**config.mk**
```make
export PLATFORM = sky130hd
export DESIGN_NAME = per_line_substring_matcher_flat
export DESIGN_NICKNAME = d
export VERILOG_FILES = /design/src/rtl/plsm_pkg.sv /design/src/rtl/plsm_if.sv /design/src/rtl/per_line_substring_matcher.sv /design/src/rtl/plsm_front.sv /design/src/rtl/plsm_queue.sv /design/src/rtl/plsm_back.sv /design/src/flat_wrapper.sv
export SDC_FILE = /design/constraint.sdc
export NUM_CORES = 1
export LEC_CHECK = 0
export ABC_AREA = 1
export BUFFER_PORTS_ARGS = -buffer_cell sky130_fd_sc_hd__buf_4
export CAP_MARGIN = 30
export CELL_PAD_IN_SITES_DETAIL_PLACEMENT = 1
export CELL_PAD_IN_SITES_GLOBAL_PLACEMENT = 1
export CORE_MARGIN = 5
export CORE_UTILIZATION = 30
export CTS_BUF_LIST = sky130_fd_sc_hd__clkbuf_4
export CTS_CLUSTER_DIAMETER = 80
export DETAILED_ROUTE_END_ITERATION = 10
export GPL_TIMING_DRIVEN = 0
export HOLD_SLACK_MARGIN = 0.15
export PLACE_DENSITY_LB_ADDON = 0.3
export SETUP_SLACK_MARGIN = 0.5
export SYNTH_ARGS = -nofsm -noshare
export SYNTH_HDL_FRONTEND = slang
export SYNTH_SLANG_ARGS = --single-unit
```
**constraint.sdc**
```tcl
create_clock -name clk_i -period 13.5 [get_ports clk_i]
set_input_delay 0.675 -clock clk_i [delete_from_list [all_inputs] [get_ports clk_i]]
set_output_delay 0.675 -clock clk_i [all_outputs]
set_load 0.1 [all_outputs]
```
**src/rtl/plsm_pkg.sv**
```systemverilog
// shared types, constants and helper functions of the per-line substring matcher
`timescale 1ns / 1ps
`default_nettype none

package plsm_pkg;

  localparam int unsigned NeedleBytes  = 16;
  localparam int unsigned DefMaxNeedle = 16;
  localparam int unsigned CountW       = 32;
  localparam int unsigned LenW         = 5;
  localparam int unsigned CfgIdxW      = 2;
  localparam int unsigned CfgDataW     = 64;
  localparam int unsigned QueueDepth   = 2;

  localparam logic [7:0] NlByte     = 8'd10;
  localparam logic [7:0] AsciiUpA   = 8'h41;
  localparam logic [7:0] AsciiUpZ   = 8'h5a;
  localparam logic [7:0] CaseOffset = 8'd32;

  typedef logic [CountW-1:0] count_t;
  typedef logic [LenW-1:0]   len_t;

  typedef enum logic [CfgIdxW-1:0] {
    CFG_NEEDLE_LOW    = 2'd0,
    CFG_NEEDLE_HIGH   = 2'd1,
    CFG_NEEDLE_LENGTH = 2'd2,
    CFG_FOLD_CASE     = 2'd3
  } cfg_idx_e;

  // one queued byte outcome: first result and whether a second follows
  typedef struct packed {
    count_t line;
    count_t col;
    len_t   len;
    logic   dbl;
  } entry_t;

  typedef struct packed {
    count_t line;
    count_t col;
    len_t   len;
    logic   last;
  } result_t;

  function automatic count_t sat_inc(input count_t v);
    count_t r;
    r = (v == '1) ? v : v + count_t'(1);
    return r;
  endfunction

  function automatic logic [7:0] fold_byte(input logic [7:0] b, input logic en);
    logic [7:0] r;
    r = (en && b >= AsciiUpA && b <= AsciiUpZ) ? b + CaseOffset : b;
    return r;
  endfunction

endpackage

`default_nettype wire

```
**src/rtl/plsm_if.sv**
```systemverilog
// channel interfaces: content bytes, match results and register writes
`timescale 1ns / 1ps
`default_nettype none

interface plsm_in_if;
  logic       valid;
  logic       ready;
  logic [7:0] data_byte;
  logic       end_of_content;

  modport source (output valid, output data_byte, output end_of_content, input ready);
  modport sink   (input valid, input data_byte, input end_of_content, output ready);
endinterface

interface plsm_out_if;
  logic                   valid;
  logic                   ready;
  logic [31:0]            line_number;
  logic [31:0]            start_column;
  logic [4:0]             match_length;
  logic                   last_of_run;

  modport source (output valid, output line_number, output start_column,
                  output match_length, output last_of_run, input ready);
  modport sink   (input valid, input line_number, input start_column,
                  input match_length, input last_of_run, output ready);
endinterface

interface plsm_cfg_if;
  logic                           valid;
  logic                           ready;
  logic [plsm_pkg::CfgIdxW-1:0]   index;
  logic [plsm_pkg::CfgDataW-1:0]  data;

  modport source (output valid, output index, output data, input ready);
  modport sink   (input valid, input index, input data, output ready);
endinterface

`default_nettype wire

```
**src/rtl/per_line_substring_matcher.sv**
```systemverilog
// top level of the per-line substring matcher
//
//  channel  dir  width / payload                                   handshake
//  in_i     in   data_byte 8, end_of_content 1                     valid/ready
//  out_o    out  line_number 32, start_column 32, match_length 5,  valid/ready
//                last_of_run 1
//  cfg_i    in   index 2, data 64                                  valid/ready, always ready
//
// one content byte is taken every cycle while the queue has room; the window compare is a single stage
// results leave through an output register one per cycle while out_o is ready, so a byte that
// closes a line under an empty needle yields two results, one after the other
// a two-entry queue separates the front from the output; a stalled output
// halts input only once the queue is full
// asynchronous active-low reset clears window, counters and registers
`timescale 1ns / 1ps
`default_nettype none

module per_line_substring_matcher #(
  parameter int unsigned MAX_NEEDLE  = plsm_pkg::DefMaxNeedle,
  parameter int unsigned QUEUE_DEPTH = plsm_pkg::QueueDepth
) (
  input  wire logic   clk_i,
  input  wire logic   rst_ni,
  plsm_in_if.sink     in_i,
  plsm_out_if.source  out_o,
  plsm_cfg_if.sink    cfg_i
);

  logic              push_valid, push_ready;
  plsm_pkg::entry_t  push_entry;
  logic              pop_valid, pop_ready;
  plsm_pkg::entry_t  pop_entry;

  plsm_front #(
    .MAX_NEEDLE (MAX_NEEDLE)
  ) u_front (
    .clk_i        (clk_i),
    .rst_ni       (rst_ni),
    .in_i         (in_i),
    .cfg_i        (cfg_i),
    .push_valid_o (push_valid),
    .push_entry_o (push_entry),
    .push_ready_i (push_ready)
  );

  plsm_queue #(
    .DEPTH (QUEUE_DEPTH)
  ) u_queue (
    .clk_i        (clk_i),
    .rst_ni       (rst_ni),
    .push_valid_i (push_valid),
    .push_entry_i (push_entry),
    .push_ready_o (push_ready),
    .pop_valid_o  (pop_valid),
    .pop_entry_o  (pop_entry),
    .pop_ready_i  (pop_ready)
  );

  plsm_back u_back (
    .clk_i       (clk_i),
    .rst_ni      (rst_ni),
    .pop_valid_i (pop_valid),
    .pop_entry_i (pop_entry),
    .pop_ready_o (pop_ready),
    .out_o       (out_o)
  );

endmodule

`default_nettype wire

```
**src/rtl/plsm_front.sv**
```systemverilog
// front end: registers, byte window, counters and match classification
`timescale 1ns / 1ps
`default_nettype none

module plsm_front #(
  parameter int unsigned MAX_NEEDLE = plsm_pkg::DefMaxNeedle
) (
  input  wire logic         clk_i,
  input  wire logic         rst_ni,
  plsm_in_if.sink           in_i,
  plsm_cfg_if.sink          cfg_i,
  output logic              push_valid_o,
  output plsm_pkg::entry_t  push_entry_o,
  input  wire logic         push_ready_i
);

  logic [8*plsm_pkg::NeedleBytes-1:0] needle_q;
  plsm_pkg::len_t                     needle_len_q;
  logic                               fold_q;

  logic [7:0]       window_q [MAX_NEEDLE];
  logic [7:0]       win_d    [MAX_NEEDLE];
  plsm_pkg::count_t line_q, line_d;
  plsm_pkg::count_t col_q, col_d;

  logic                         accept;
  logic                         is_nl;
  logic                         closes;
  plsm_pkg::len_t               m;
  logic                         hit;
  logic                         len_ok;
  logic [plsm_pkg::CountW:0]    col_ext;
  logic [plsm_pkg::CountW:0]    start_ext;
  plsm_pkg::len_t               nidx;

  assign cfg_i.ready = 1'b1;
  assign in_i.ready  = push_ready_i;
  assign accept      = in_i.valid && push_ready_i;

  always_ff @(posedge clk_i or negedge rst_ni) begin
    if (!rst_ni) begin
      needle_q     <= '0;
      needle_len_q <= '0;
      fold_q       <= 1'b0;
    end else if (cfg_i.valid) begin
      case (cfg_i.index)
        plsm_pkg::CFG_NEEDLE_LOW:    needle_q[63:0]   <= cfg_i.data;
        plsm_pkg::CFG_NEEDLE_HIGH:   needle_q[127:64] <= cfg_i.data;
        plsm_pkg::CFG_NEEDLE_LENGTH: needle_len_q     <= cfg_i.data[plsm_pkg::LenW-1:0];
        plsm_pkg::CFG_FOLD_CASE:     fold_q           <= cfg_i.data[0];
        default: begin
        end
      endcase
    end
  end

  always_comb begin
    is_nl  = (in_i.data_byte == plsm_pkg::NlByte);
    closes = is_nl || in_i.end_of_content;
    m      = (needle_len_q > plsm_pkg::LenW'(MAX_NEEDLE)) ?
             plsm_pkg::LenW'(MAX_NEEDLE) : needle_len_q;

    win_d[0] = in_i.data_byte;
    for (int k = 1; k < MAX_NEEDLE; k++) begin
      win_d[k] = window_q[k-1];
    end

    // window position k pairs with needle byte m-1-k
    hit  = 1'b1;
    nidx = '0;
    for (int k = 0; k < MAX_NEEDLE; k++) begin
      if (plsm_pkg::LenW'(k) < m) begin
        nidx = m - plsm_pkg::len_t'(1) - plsm_pkg::LenW'(k);
        if (plsm_pkg::fold_byte(win_d[k], fold_q) !=
            plsm_pkg::fold_byte(needle_q[8*nidx[3:0] +: 8], fold_q)) begin
          hit = 1'b0;
        end
      end
    end

    col_ext   = {1'b0, col_q} + (plsm_pkg::CountW+1)'(1);
    len_ok    = col_ext >= (plsm_pkg::CountW+1)'(m);
    start_ext = col_ext - (plsm_pkg::CountW+1)'(m);

    push_entry_o.line = line_q;
    push_entry_o.col  = (m == '0) ? col_q : start_ext[plsm_pkg::CountW-1:0];
    push_entry_o.len  = m;
    push_entry_o.dbl  = (m == '0) && closes;
    push_valid_o      = in_i.valid && ((m == '0) || (len_ok && hit));

    if (in_i.end_of_content) begin
      line_d = '0;
      col_d  = '0;
    end else if (is_nl) begin
      line_d = plsm_pkg::sat_inc(line_q);
      col_d  = '0;
    end else begin
      line_d = line_q;
      col_d  = plsm_pkg::sat_inc(col_q);
    end
  end

  always_ff @(posedge clk_i or negedge rst_ni) begin
    if (!rst_ni) begin
      line_q <= '0;
      col_q  <= '0;
      for (int k = 0; k < MAX_NEEDLE; k++) begin
        window_q[k] <= '0;
      end
    end else if (accept) begin
      line_q <= line_d;
      col_q  <= col_d;
      for (int k = 0; k < MAX_NEEDLE; k++) begin
        window_q[k] <= in_i.end_of_content ? 8'd0 : win_d[k];
      end
    end
  end

endmodule

`default_nettype wire

```
**src/rtl/plsm_queue.sv**
```systemverilog
// short queue of classified byte outcomes between front and back
`timescale 1ns / 1ps
`default_nettype none

module plsm_queue #(
  parameter int unsigned DEPTH = plsm_pkg::QueueDepth
) (
  input  wire logic              clk_i,
  input  wire logic              rst_ni,
  input  wire logic              push_valid_i,
  input  plsm_pkg::entry_t       push_entry_i,
  output logic                   push_ready_o,
  output logic                   pop_valid_o,
  output plsm_pkg::entry_t       pop_entry_o,
  input  wire logic              pop_ready_i
);

  localparam int unsigned PtrW = (DEPTH > 1) ? $clog2(DEPTH) : 1;
  localparam int unsigned CntW = $clog2(DEPTH + 1);

  plsm_pkg::entry_t slots_q [DEPTH];
  logic [PtrW-1:0]  wr_q, rd_q;
  logic [CntW-1:0]  cnt_q;
  logic             do_push, do_pop;

  assign push_ready_o = (cnt_q != CntW'(DEPTH));
  assign pop_valid_o  = (cnt_q != '0);
  assign pop_entry_o  = slots_q[rd_q];
  assign do_push      = push_valid_i && push_ready_o;
  assign do_pop       = pop_ready_i && pop_valid_o;

  always_ff @(posedge clk_i or negedge rst_ni) begin
    if (!rst_ni) begin
      wr_q  <= '0;
      rd_q  <= '0;
      cnt_q <= '0;
    end else begin
      if (do_push) begin
        wr_q <= (wr_q == PtrW'(DEPTH - 1)) ? '0 : wr_q + PtrW'(1);
      end
      if (do_pop) begin
        rd_q <= (rd_q == PtrW'(DEPTH - 1)) ? '0 : rd_q + PtrW'(1);
      end
      if (do_push && !do_pop) begin
        cnt_q <= cnt_q + CntW'(1);
      end else if (do_pop && !do_push) begin
        cnt_q <= cnt_q - CntW'(1);
      end
    end
  end

  always_ff @(posedge clk_i) begin
    if (do_push) begin
      slots_q[wr_q] <= push_entry_i;
    end
  end

endmodule

`default_nettype wire

```
**src/rtl/plsm_back.sv**
```systemverilog
// back end: expands queued outcomes into result transactions
`timescale 1ns / 1ps
`default_nettype none

module plsm_back (
  input  wire logic          clk_i,
  input  wire logic          rst_ni,
  input  wire logic          pop_valid_i,
  input  plsm_pkg::entry_t   pop_entry_i,
  output logic               pop_ready_o,
  plsm_out_if.source         out_o
);

  logic               out_valid_q;
  plsm_pkg::result_t  res_q;
  logic               pend_q;
  plsm_pkg::count_t   pend_line_q;
  plsm_pkg::count_t   pend_col_q;
  logic               load;

  assign load        = !out_valid_q || out_o.ready;
  assign pop_ready_o = load && !pend_q;

  assign out_o.valid        = out_valid_q;
  assign out_o.line_number  = res_q.line;
  assign out_o.start_column = res_q.col;
  assign out_o.match_length = res_q.len;
  assign out_o.last_of_run  = res_q.last;

  always_ff @(posedge clk_i or negedge rst_ni) begin
    if (!rst_ni) begin
      out_valid_q <= 1'b0;
      pend_q      <= 1'b0;
    end else if (load) begin
      if (pend_q) begin
        out_valid_q <= 1'b1;
        pend_q      <= 1'b0;
      end else begin
        out_valid_q <= pop_valid_i;
        pend_q      <= pop_valid_i && pop_entry_i.dbl;
      end
    end
  end

  always_ff @(posedge clk_i) begin
    if (load) begin
      if (pend_q) begin
        // closing column of an empty needle
        res_q.line <= pend_line_q;
        res_q.col  <= pend_col_q;
        res_q.len  <= '0;
        res_q.last <= 1'b1;
      end else if (pop_valid_i) begin
        res_q.line  <= pop_entry_i.line;
        res_q.col   <= pop_entry_i.col;
        res_q.len   <= pop_entry_i.len;
        res_q.last  <= !pop_entry_i.dbl;
        pend_line_q <= pop_entry_i.line;
        pend_col_q  <= plsm_pkg::sat_inc(pop_entry_i.col);
      end
    end
  end

endmodule

`default_nettype wire

```
**src/flat_wrapper.sv**
```systemverilog
// flat-port wrapper written by rule: the top's interface ports become plain ports
module per_line_substring_matcher_flat 
#(
  parameter int unsigned MAX_NEEDLE  = plsm_pkg::DefMaxNeedle,
  parameter int unsigned QUEUE_DEPTH = plsm_pkg::QueueDepth
)
  (clk_i, rst_ni, in_i_valid, in_i_data_byte, in_i_end_of_content, in_i_ready, out_o_valid, out_o_line_number, out_o_start_column, out_o_match_length, out_o_last_of_run, out_o_ready, cfg_i_valid, cfg_i_index, cfg_i_data, cfg_i_ready);
  plsm_in_if in_i_i ();
  plsm_out_if out_o_i ();
  plsm_cfg_if cfg_i_i ();
  input  wire logic clk_i;
  input  wire logic rst_ni;
  input wire logic [$bits(in_i_i.valid)-1:0] in_i_valid;
  input wire logic [$bits(in_i_i.data_byte)-1:0] in_i_data_byte;
  input wire logic [$bits(in_i_i.end_of_content)-1:0] in_i_end_of_content;
  output wire logic [$bits(in_i_i.ready)-1:0] in_i_ready;
  output wire logic [$bits(out_o_i.valid)-1:0] out_o_valid;
  output wire logic [$bits(out_o_i.line_number)-1:0] out_o_line_number;
  output wire logic [$bits(out_o_i.start_column)-1:0] out_o_start_column;
  output wire logic [$bits(out_o_i.match_length)-1:0] out_o_match_length;
  output wire logic [$bits(out_o_i.last_of_run)-1:0] out_o_last_of_run;
  input wire logic [$bits(out_o_i.ready)-1:0] out_o_ready;
  input wire logic [$bits(cfg_i_i.valid)-1:0] cfg_i_valid;
  input wire logic [$bits(cfg_i_i.index)-1:0] cfg_i_index;
  input wire logic [$bits(cfg_i_i.data)-1:0] cfg_i_data;
  output wire logic [$bits(cfg_i_i.ready)-1:0] cfg_i_ready;
  assign in_i_i.valid = in_i_valid;
  assign in_i_i.data_byte = in_i_data_byte;
  assign in_i_i.end_of_content = in_i_end_of_content;
  assign in_i_ready = in_i_i.ready;
  assign out_o_valid = out_o_i.valid;
  assign out_o_line_number = out_o_i.line_number;
  assign out_o_start_column = out_o_i.start_column;
  assign out_o_match_length = out_o_i.match_length;
  assign out_o_last_of_run = out_o_i.last_of_run;
  assign out_o_i.ready = out_o_ready;
  assign cfg_i_i.valid = cfg_i_valid;
  assign cfg_i_i.index = cfg_i_index;
  assign cfg_i_i.data = cfg_i_data;
  assign cfg_i_ready = cfg_i_i.ready;
  per_line_substring_matcher #(.MAX_NEEDLE(MAX_NEEDLE), .QUEUE_DEPTH(QUEUE_DEPTH)) u_core (.clk_i(clk_i), .rst_ni(rst_ni), .in_i(in_i_i), .out_o(out_o_i), .cfg_i(cfg_i_i));
endmodule
```
# After elaboration in Yosys (flattened, before gate mapping)
# Memory sizes are Yosys's and may differ from the RTL's.
# Cells that the tools add are included.
# word_totals
word_cells	409
n_memories	1
in_bits	80
mem_bits_rw	140
register_bits	458
out_inout_bits	73
# op_classes
n_lt_le_gt_ge	82
eq_ne	26
muxes	98
n_addsub	57
bitwise	1
reduce_logical	96
shifts	16
# mem_list
memory	depth	width	rd	rd_clocked_by_memory_dff	wr	line	text
u_core.u_queue.slots_q	2	70	1	0	1	plsm_queue.sv:21	plsm_pkg::entry_t slots_q [DEPTH];
# ops
op	n
variable part select 128 x 8 -> 8 bit	16
two-way mux 8 bit	47
adder 8 x 6 -> 8 bit, second input constant	32
greater-or-equal comparator 8 x 7 -> 1 bit, second input constant	32
<= comparator 8 x 7 -> 1 bit, second input constant	32
two-way mux 32 bit	8
two-way mux 70 bit	2
inequality test 8 bit	16
adder 32 x 1 -> 32 bit, second input constant	3
== test 32 bit, second input constant	3
logical AND 1 bit	74
less-than comparator 4 x 5 -> 1 bit, first input constant	8
two-way mux 1 bit	38
adder 32 x 1 -> 33 bit, second input constant	1
greater-or-equal comparator 33 x 5 -> 1 bit	1
subtractor 32 x 5 -> 32 bit	1
subtractor 4 bit, second input constant	8
less-than comparator 3 x 5 -> 1 bit, first input constant	4
subtractor 4 x 3 -> 4 bit, second input constant	4
AND reduction 2 bit	6
less-than comparator 1 x 5 -> 1 bit, first input constant	2
less-than comparator 2 x 5 -> 1 bit, first input constant	2
== test 8 x 4 -> 1 bit, second input constant	1
nonzero test 2 bit	4
other kinds (18)	31

# Logic depth before layout (Yosys ltp)
# Gate-level depths: netlist (run 1).
# depth
word_depth	49
ltp_mapped	40
mapped_depth_nobuf	36

# Cells and area by module
# A second synthesis (run 1) with hierarchy kept.
# unflattened
hier_cells	5409
hier_area_um2	38214.2
# by_module_without_submodules
module	instances	cells_each	seq_area_each_um2	area_per_inst_um2
plsm_front	1	4416	7957.6	26847.0
plsm_back	1	599	4073.9	6022.0
plsm_queue	1	394	4304.1	5345.1

# Worst setup path before layout (run 1)
# No wires, ideal clock.
# synth_timing
kind	register to register
startpoint	reg u_core.u_front.needle_len_q[1]
endpoint	mem u_core.u_queue.slots_q[1][0] (netlist bit) (enable)
required_time_ns	13.002
path_buffers	4
setup_time_ns	0.498
path_stages_with_launch	29
synth_period_minus_slack_ns	7.075
setup_slack_ns	6.425
arrival_time_ns	6.576
cell_sequence	dfrtp_1 > inv_1 > nor2_4 > inv_2 > buf_2 > buf_1 > ha_1 > buf_2 > inv_1 > clkbuf_1 > o211ai_1 > nand2_1 > nand2_1 > nand3_1 > and2_1 > ha_1 > inv_1 > nand4_1 > nand3_1 > nand2_1 > o21ai_1 > nand2_1 > nor2_1 > nand2_1 > nor2_1 > nand2_1 > nand2_1 > nand2_1 > nor2_1
# synth_via
elab_chain_len	47
elab_cells_between_ends	202
cone_classes	32 x add/sub; 50 x order compare; 16 x eq/ne; 16 x shift; 51 x mux; 37 x reduce/logical
# synth_lines
item	line	text
start: declaration	plsm_front.sv:18	plsm_pkg::len_t needle_len_q;
start signal: assignment	plsm_front.sv:49	plsm_pkg::CFG_NEEDLE_LENGTH: needle_len_q <= cfg_i.data[plsm_pkg::LenW-1:0];
greater-than comparator 5 bit	plsm_front.sv:60	m = (needle_len_q > plsm_pkg::LenW'(MAX_NEEDLE)) ?
two-way mux 5 bit *	plsm_front.sv:60	
parallel branches: the longest is 40 deep, another holds greater-or-equal comparator 8 x 7 -> 1 bit	-	
logical OR 1 bit *	plsm_front.sv:89	push_valid_o = in_i.valid && ((m == '0) || (len_ok && hit));
logical AND 1 bit *	plsm_front.sv:89	
logical AND 1 bit *	plsm_queue.sv:29	assign do_push = push_valid_i && push_ready_o;
two-way mux 1 bit *	plsm_queue.sv:53	if (do_push) begin
two-way mux 1 bit (implied by the code) *	plsm_queue.sv:54	slots_q[wr_q] <= push_entry_i;
end: declaration	plsm_queue.sv:21	
# Every way passes the cells marked *.

# Worst setup path after layout (run 1)
# layout_timing
startpoint	reg u_core.u_front.needle_len_q[1]
endpoint	mem u_core.u_queue.slots_q[0][3] (netlist bit) (enable)
# Same word-level chain as after synthesis.

==> results of run 1 <==
layout by cell type, fill, tap and decap left out, drive strengths merged, types with 10 or more instances in the layout:
cell type,count
and2,10
o2111ai,13
nor2,297
o211ai,12
mux2i,28
nor3,54
buf,273
nand3,633
clkinv,35
nand3b,14
o22ai,29
edfxtp,274
xnor2,27
ha,44
o31ai,19
dlygate4sd3,80
a31oi,38
xor2,100
clkbuf,372
inv,504
nand2,1786
dfrtp,324
a21oi,35
nor4,25
nand4,90
or2,18
o21ai,452
stage by stage:
step | power, mW | util
4_1_cts | 9.646 | 0.3539
3_5_place_dp | 7.907 | 0.3304
3_3_place_gp | 7.785 | 0.3274
2_1_floorplan | 6.083 | -
5_1_grt | 10.24 | 0.3542
6_report | 9.607 | 0.3542
routing by layer:
layer	GRT usage	vias up
li1	-	17686
met2	0.4124	1061
met3	0.04540	290
met5	0	-
met4	0.1093	0
met1	0.3243	18252
timing repair:
action,4_1_cts,5_1_grt
hold buffers,80,0
endpoints found under the hold margin,378,0
setup buffers,0,0
final cells by class:
class / count / area share
Antenna cell: 7 / 0.0004000
Clock inverter: 42 / 0.004800
Buffer: 217 / 0.02454
Tap cell: 1637 / 0.04677
Clock buffer: 253 / 0.04337
Sequential cell: 598 / 0.3730
Multi-Input combinational cell: 3756 / 0.4116
Inverter: 502 / 0.04314
Timing Repair Buffer: 255 / 0.05234
critical path, delay by kind of cell (launching register included):
| kind | cells | cell delay, ps |
|---|---|---|
| adder cells (fa/ha/maj) | 1 | 280 |
| AND/OR/NAND/NOR | 22 | 3180 |
| buffers and inverters | 10 | 2710 |
| flip-flops | 1 | 460 |
cell families after synthesis:
family | share of synthesized area
AO/OA/AOI/OAI | 0.09016
adder cells (fa/ha/maj) | 0.01530
flip-flops | 0.4379
multiplexers | 0.007514
XOR/XNOR | 0.03103
buffers and inverters | 0.07939
AND/OR/NAND/NOR | 0.3386
other | 0.0001005
sequential cells by signal (all words and copies together), names as in the netlist:
name and cells:
u_core.u_back.out_o.last_of_run 1, u_core.u_back.out_o.line_number 32, u_core.u_back.out_o.match_length 5, u_core.u_back.out_o.start_column 32
u_core.u_back.out_o.valid 1, u_core.u_back.pend_col_q 32, u_core.u_back.pend_line_q 32, u_core.u_back.pend_q 1
u_core.u_front.col_q 32, u_core.u_front.fold_q 1, u_core.u_front.line_q 32, u_core.u_front.needle_len_q 5
u_core.u_front.needle_q 128, u_core.u_front.win_d 120, u_core.u_queue.cnt_q 2, u_core.u_queue.rd_q 1
u_core.u_queue.slots_q 140, u_core.u_queue.wr_q 1
worst max-delay path by stage:
stage                                   start                            end  cells after the start
2_1_floorplan  u_core.u_front.needle_len_q[1]   u_core.u_queue.slots_q[1][0]                     28
3_3_place_gp   u_core.u_front.needle_len_q[1]  u_core.u_queue.slots_q[1][30]                     31
3_5_place_dp   u_core.u_front.needle_len_q[1]   u_core.u_queue.slots_q[0][1]                     29
4_1_cts        u_core.u_front.needle_len_q[1]   u_core.u_queue.slots_q[0][2]                     29
5_1_grt        u_core.u_front.needle_len_q[1]   u_core.u_queue.slots_q[0][2]                     33
6_report       u_core.u_front.needle_len_q[1]   u_core.u_queue.slots_q[0][3]                     33
power by group through the flow:
stage          Sequential [mW]  Clock, mW  Combinational, mW
6_report                  2.63       1.67               5.30
5_1_grt                   2.66       1.84               5.74
2_1_floorplan             3.37          0               2.71
3_5_place_dp              2.66          0               5.24
4_1_cts                   2.63       1.74               5.28
3_3_place_gp              2.69          0               5.09
==> metrics.txt, run 1 <==
first-pass GRT wire length 246800 µm; Required @ worst endpoint 14300 ps; top cell type's share of synthesized area 0.2206; met1 WL between 70000 and 80000 µm; Worst path max stage delay around 640 ps; area leader, netlist edfxtp_1; DP Area between 40000 and 50000 µm²; syn_nets around 5200; later-pin clock latency in the skew report 1150 ps; DRC viols 0; DR top layer met4; Via density ~5.1; Hold Slack around 350 ps; CTS tree yes; Hold Vio Cnt, Final 0; GRT Util Overall 0.2509; largest net degree at the start of global routing ~120; static leakage roughly 20 nW; CP Capture Type flip-flop; final net count approximately 5600; Detail Route Antenna Nets 0; RePlAce Congestion 1.026; CP max stage cell clkbuf_1; met2 WL post-DR 76690 µm; Hold Path End u_core.u_front.win_d[32]; IO Pins 153; Post-synth EDFFs 274; startpoint types flip-flop; cell-internal power roughly 4.6 mW; row count 129; worst slew pin tran approximately 1100 ps; Max FO, Critical Path 36; GRT overflow 0; setup slack at placement about 6600 ps; HP Class in -> reg; pwr dens approximately 220 nW/µm²; CTS Buffer Depth 3; Gate power share 0.552; Clk network pwr share 0.174; CP arrival a little under 8000 ps; Most common cell on crit path nand2_1; max_cap viols 0; setup_tns 0 ps; Netlist cell types 60; NetSw between 5 and 6 mW; CTS buffer count ~170; vias post-DR around 37000; P&R area growth vs syn 17.41%; dpl cells approximately 6900; vias in the first global route around 38000; initial drt markers between 2000 and 3000; Final Instance Count excl. Fillers 7267; Post-CTS Resized 0; FF+latch area 16340 µm²; Post-synth top cells nand2_1, nand3_1, inv_1, o21ai_0, dfrtp_1; final slew viol count 0; minimum clock period after layout slightly above 7000 ps; drt total wl between 150000 and 200000 µm; synthesized area per cell between 7 and 8 µm²; R2R Setup Slk between 6000 and 7000 ps; worst flop-to-flop path startpoint u_core.u_front.needle_len_q[1]; final worst slack ~6500 ps; Crit Reg-Reg Endpoint u_core.u_queue.slots_q[0][3]; Filler Cells Inserted roughly 15000; Flop pwr share 0.274; fraction of registers with async set/reset 0.5418; post-synthesis sequential area ratio 0.4379; final worst path period share 0.5215; Die Height 362.6 µm; WS Path Type reg -> reg; Syn. warnings 0; Initial Util 0.3017; status finished clean; clk sink count roughly 600; # setup viols final 0; clk_skew between 70 and 80 ps; met3 wire length around 9100 µm; Sw Ratio 0.5241; Detailed Place HPWL between 100000 and 150000 µm; Reg clk slew, reported paths 70 ps; layout cells sized above 1 0.1131; Post-Synthesis Cells a little over 5000; CTS H-tree lvls 4; cell area after synthesis 37300 µm²; FMAX 142.0 MHz; R2R cell count 33; Slew Limit Headroom 0.2436; cell with the most instances after synthesis nand2_1; final instance area roughly 44000 µm²; core footprint 123600 µm²; #FFs+latches synth ~600; Port Buf Inserts 151; Hold Path Stages 3; root buffer cell clkbuf_4; die span in x roughly 360 µm; area occupied by multi-input gates approximately 18000 µm²; hold path start in_i_end_of_content; dominant cells by area after synthesis edfxtp_1, dfrtp_1, nand2_1; routed length per instance 23.00 µm; Primary FF master, synth dfrtp_1; first-pass detailed-route iteration total 5; die area between 100000 and 150000 µm²; initial antenna violation count 5; VDD IR-drop max between 0.2 and 0.3 mV; RSZ-0062 raised after global routing no
Power figures use the tool's default switching activity.
==> run 2: changes to the inputs <==
ABC_AREA = 0   (was 1)
clock period = 5.9 ns   (was 13.5 ns; I/O delays follow)
==> run 2 against run 1 <==
The run now ends with negative setup slack left. Final cell count decreased by 15%. Hold slack got worse by 28 ps. Synthesized cell count shrank 27%. Core utilization is 2.9 points higher. First-iteration DRC count decreased by 1.3%. Combinational power grew to 2.9 times the previous value. Non-clock buffer count increased by 205. Maximum frequency increased by 10%. Critical path type unchanged. Largest cell class unchanged. Largest power group unchanged.
==> metrics.txt, run 2 <==
status complete, but fails checks (was finished clean); failing checks negative setup slack; final worst path period share 1.082 (was 0.5215); vias in the first global route 34986 (was 37993); Detailed Place HPWL 122700 µm (was 134400 µm); Crit Reg-Reg Endpoint u_core.u_queue.slots_q[1][57] (was u_core.u_queue.slots_q[0][3]); drt total wl 161900 µm (was 167200 µm); initial antenna violation count 6 (was 5); cell with the most instances after synthesis nand2_1 (unchanged); Hold Vio Cnt, Final 0 (unchanged); CP Capture Type flip-flop (unchanged); RSZ-0062 raised after global routing yes (was no); final slew viol count 0 (unchanged); CTS tree yes (unchanged); dominant cells by area after synthesis edfxtp_1, dfrtp_1, mux2_2 (was edfxtp_1, dfrtp_1, nand2_1); GRT overflow 0 (unchanged); Hold Path Stages 4 (was 3); R2R Setup Slk -490 ps (was 6460 ps); DRC viols 0 (unchanged); synthesized area per cell 10.53 µm² (was 7.353 µm²); # setup viols final 143 (was 0); Die Height 370.3 µm (was 362.6 µm); Reg clk slew, reported paths 70 ps (about the same); final net count 4438 (was 5622); max reg flops 140 (unchanged); pwr dens 515.5 nW/µm² (was 219.4 nW/µm²); HP Class in -> reg (unchanged); P&R area growth vs syn 27.25% (was 17.41%); minimum clock period after layout 6387 ps (was 7040 ps); first-pass GRT wire length 237300 µm (was 246800 µm); initial drt markers 2677 (was 2713); Max FO, Critical Path 10 (was 36); top cell type's share of synthesized area 0.2113 (was 0.2206); row count 132 (was 129); Post-Synthesis Cells 3697 (was 5073); syn_nets 3822 (was 5198); area leader, netlist edfxtp_1 (unchanged); first-pass detailed-route iteration total 5 (unchanged); DP Area 43190 µm² (was 40850 µm²); Final Instance Count excl. Fillers 6195 (was 7267); Port Buf Inserts 151 (unchanged); Via density 5.546 (was 5.131); final instance area 49550 µm² (was 43800 µm²); clk_skew 88.02 ps (was 79.80 ps); CP arrival 7270 ps (was 7840 ps); CTS Buffer Depth 3 (unchanged); core footprint 129300 µm² (was 123600 µm²); RePlAce Congestion 1.020 (was 1.026); most frequent cells in the layout nand2_1, dfrtp_1, edfxtp_1 (was nand2_1, nand3_1, inv_1); CTS buffer count 170 (was 167); setup slack at placement -2887 ps (was 6584 ps); vias post-DR 34357 (was 37289); R2R cell count 20 (was 33); VDD IR-drop max 0.2524 mV (was 0.2565 mV); Slew Limit Headroom 0.3020 (was 0.2436); Most flops, register u_core.u_queue.slots_q (unchanged); commonest non-fill, non-tap cell in the layout nand2_1 (unchanged); Primary FF master, synth dfrtp_1 (unchanged); FMAX 156.6 MHz (was 142.0 MHz); fraction of registers with async set/reset 0.5418 (unchanged); hold path start cfg_i_valid (was in_i_end_of_content); Required @ worst endpoint 6780 ps (was 14300 ps); worst slew pin tran 1047 ps (was 1123 ps); post-synthesis sequential area ratio 0.4195 (was 0.4379); die span in x 370.3 µm (was 362.6 µm); dpl cells 5616 (was 6883); Detail Route Antenna Nets 0 (unchanged); Post-synth EDFFs 274 (unchanged); final worst slack -486.5 ps (was 6460 ps); max_cap viols 0 (unchanged); later-pin clock latency in the skew report 1170 ps (was 1150 ps); GRT Util Overall 0.2308 (was 0.2509); Netlist cell types 96 (was 60); routed length per instance 26.13 µm (was 23.00 µm); Syn. warnings 0 (unchanged); worst flop-to-flop path startpoint u_core.u_front.needle_len_q[1] (unchanged); layout cells sized above 1 0.2811 (was 0.1131); clk sink count 598 (unchanged); Overall Power 25.54 mW (was 9.607 mW); Post-synth top cells nand2_1, dfrtp_1, mux2i_1, edfxtp_1, mux2_2 (was nand2_1, nand3_1, inv_1, o21ai_0, dfrtp_1); root buffer cell clkbuf_4 (unchanged); die area 137100 µm² (was 131500 µm²); cell area after synthesis 38940 µm² (was 37300 µm²); IO Pins 153 (unchanged); Hold Path End u_core.u_front.needle_len_q[0] (was u_core.u_front.win_d[32]); largest net degree at the start of global routing 119 (was 118); CP max stage cell or4_1 (was clkbuf_1); static leakage 19.22 nW (was 20.41 nW); WS Path Type reg -> reg (unchanged); Worst path max stage delay 590 ps (was 640 ps); critical path cell sequence buf_4, buf_2, o22ai_1, a221o_1, o31ai_1, buf_4, a2111oi_1, clkdlybuf4s15_2, or4_1, a2111o_2, or4_1, o32a_1, a221oi_4, nand4_1, buf_6, a21boi_4, clkbuf_16, buf_6, buf_12, clkbuf_16; CTS H-tree lvls 4 (unchanged); Initial Util 0.3011 (was 0.3017); #FFs+latches synth 598 (unchanged); startpoint types flip-flop (unchanged)
==> run 2: changes by cell type after synthesis, sizes merged, moves of 128 or more <==
| cell | delta |
|---|---|
| nand2 | -1305 |
| nand3 | -542 |
| mux4 | +128 |
| o21ai | -186 |
| inv | -434 |
| mux2i | +261 |
| mux2 | +264 |
==> run 2: worst max path at each step <==
stage                              startpoint  cells past startpoint                             to  slack, ps
2_1_floorplan  u_core.u_front.needle_len_q[4]                     21   u_core.u_queue.slots_q[1][0]       -420
3_3_place_gp   u_core.u_front.needle_len_q[4]                     20  u_core.u_queue.slots_q[1][19]      -3910
3_5_place_dp   u_core.u_front.needle_len_q[4]                     22  u_core.u_queue.slots_q[1][18]      -2890
4_1_cts        u_core.u_front.needle_len_q[4]                     26  u_core.u_queue.slots_q[1][64]       -460
5_1_grt        u_core.u_front.needle_len_q[0]                     21   u_core.u_queue.slots_q[1][2]       -500
6_report       u_core.u_front.needle_len_q[1]                     20  u_core.u_queue.slots_q[1][57]       -490
==> run 2: logic make-up (layout without fill, tap and decap cells) <==
| group | count (synthesis) | in the layout | synth area share |
|---|---|---|---|
| compound gates | 698 | 698 | 0.1147 |
| xor+xnor | 244 | 244 | 0.05601 |
| fa+ha+maj | 45 | 45 | 0.01465 |
| buf+inv | 299 | 1049 | 0.03217 |
| flops | 598 | 598 | 0.4195 |
| mux | 681 | 681 | 0.2247 |
| other cells | 1 | 7 | 0.00009631 |
| simple gates | 1131 | 1131 | 0.1381 |
==> run 2: critical path, delay by kind of cell, from the launching register on <==
| kind | cells | cell delay, ps |
|---|---|---|
| flops | 1 | 500 |
| compound gates | 8 | 2510 |
| buf+inv | 9 | 1830 |
| simple gates | 3 | 1280 |
==> run 2: layer usage <==
metal	up-vias	part of all wire	GRT usage
met5	-	0	0
met4	0	0.057	0.1181
met3	390	0.073	0.04364
met2	1471	0.46	0.3676
met1	17334	0.41	0.2995
li1	15162	-	-
==> run 2: layout make-up <==
| class | instances | area (µm²) |
|---|---|---|
| Fill cell | 14361 | 79770 |
| Multi-Input combinational cell | 2800 | 22630 |
| Sequential cell | 598 | 16340 |
| Timing Repair Buffer | 444 | 4471 |
| Tap cell | 1742 | 2180 |
| Clock buffer | 253 | 1899 |
| Buffer | 233 | 1446 |
| Clock inverter | 53 | 282.8 |
| Inverter | 66 | 281.5 |
| Antenna cell | 6 | 15.01 |
==> run 2: per-stage QoR <==
stage	TNS, ps	util	hold WS, ps
finish	-54080	0.3831	319.0
global route	-58530	0.3831	272.8
CTS	-52030	0.3733	210.1
detailed placement	-396080	0.3340	144.9
global placement	-554960	0.3303	485.8
floorplan	-58100	-	-0.5911
==> run 2: report_power, final <==
group	internal, mW	switching (mW)	leakage [nW]
Combinational	5.71	9.79	11.1
Clock	1.99	1.93	1.31
Sequential	5.40	0.717	6.80
Total	13.1	12.4	19.2
==> run 2: what timing repair did <==
action                     in CTS  in global routing
setup buffers                  55                 39
gates cloned                    6                  6
setup endpoints to repair     159                147
hold buffers                  160                  0
pin swaps                      23                 31
resized for setup             154                185
hold endpoints to repair      632                  0
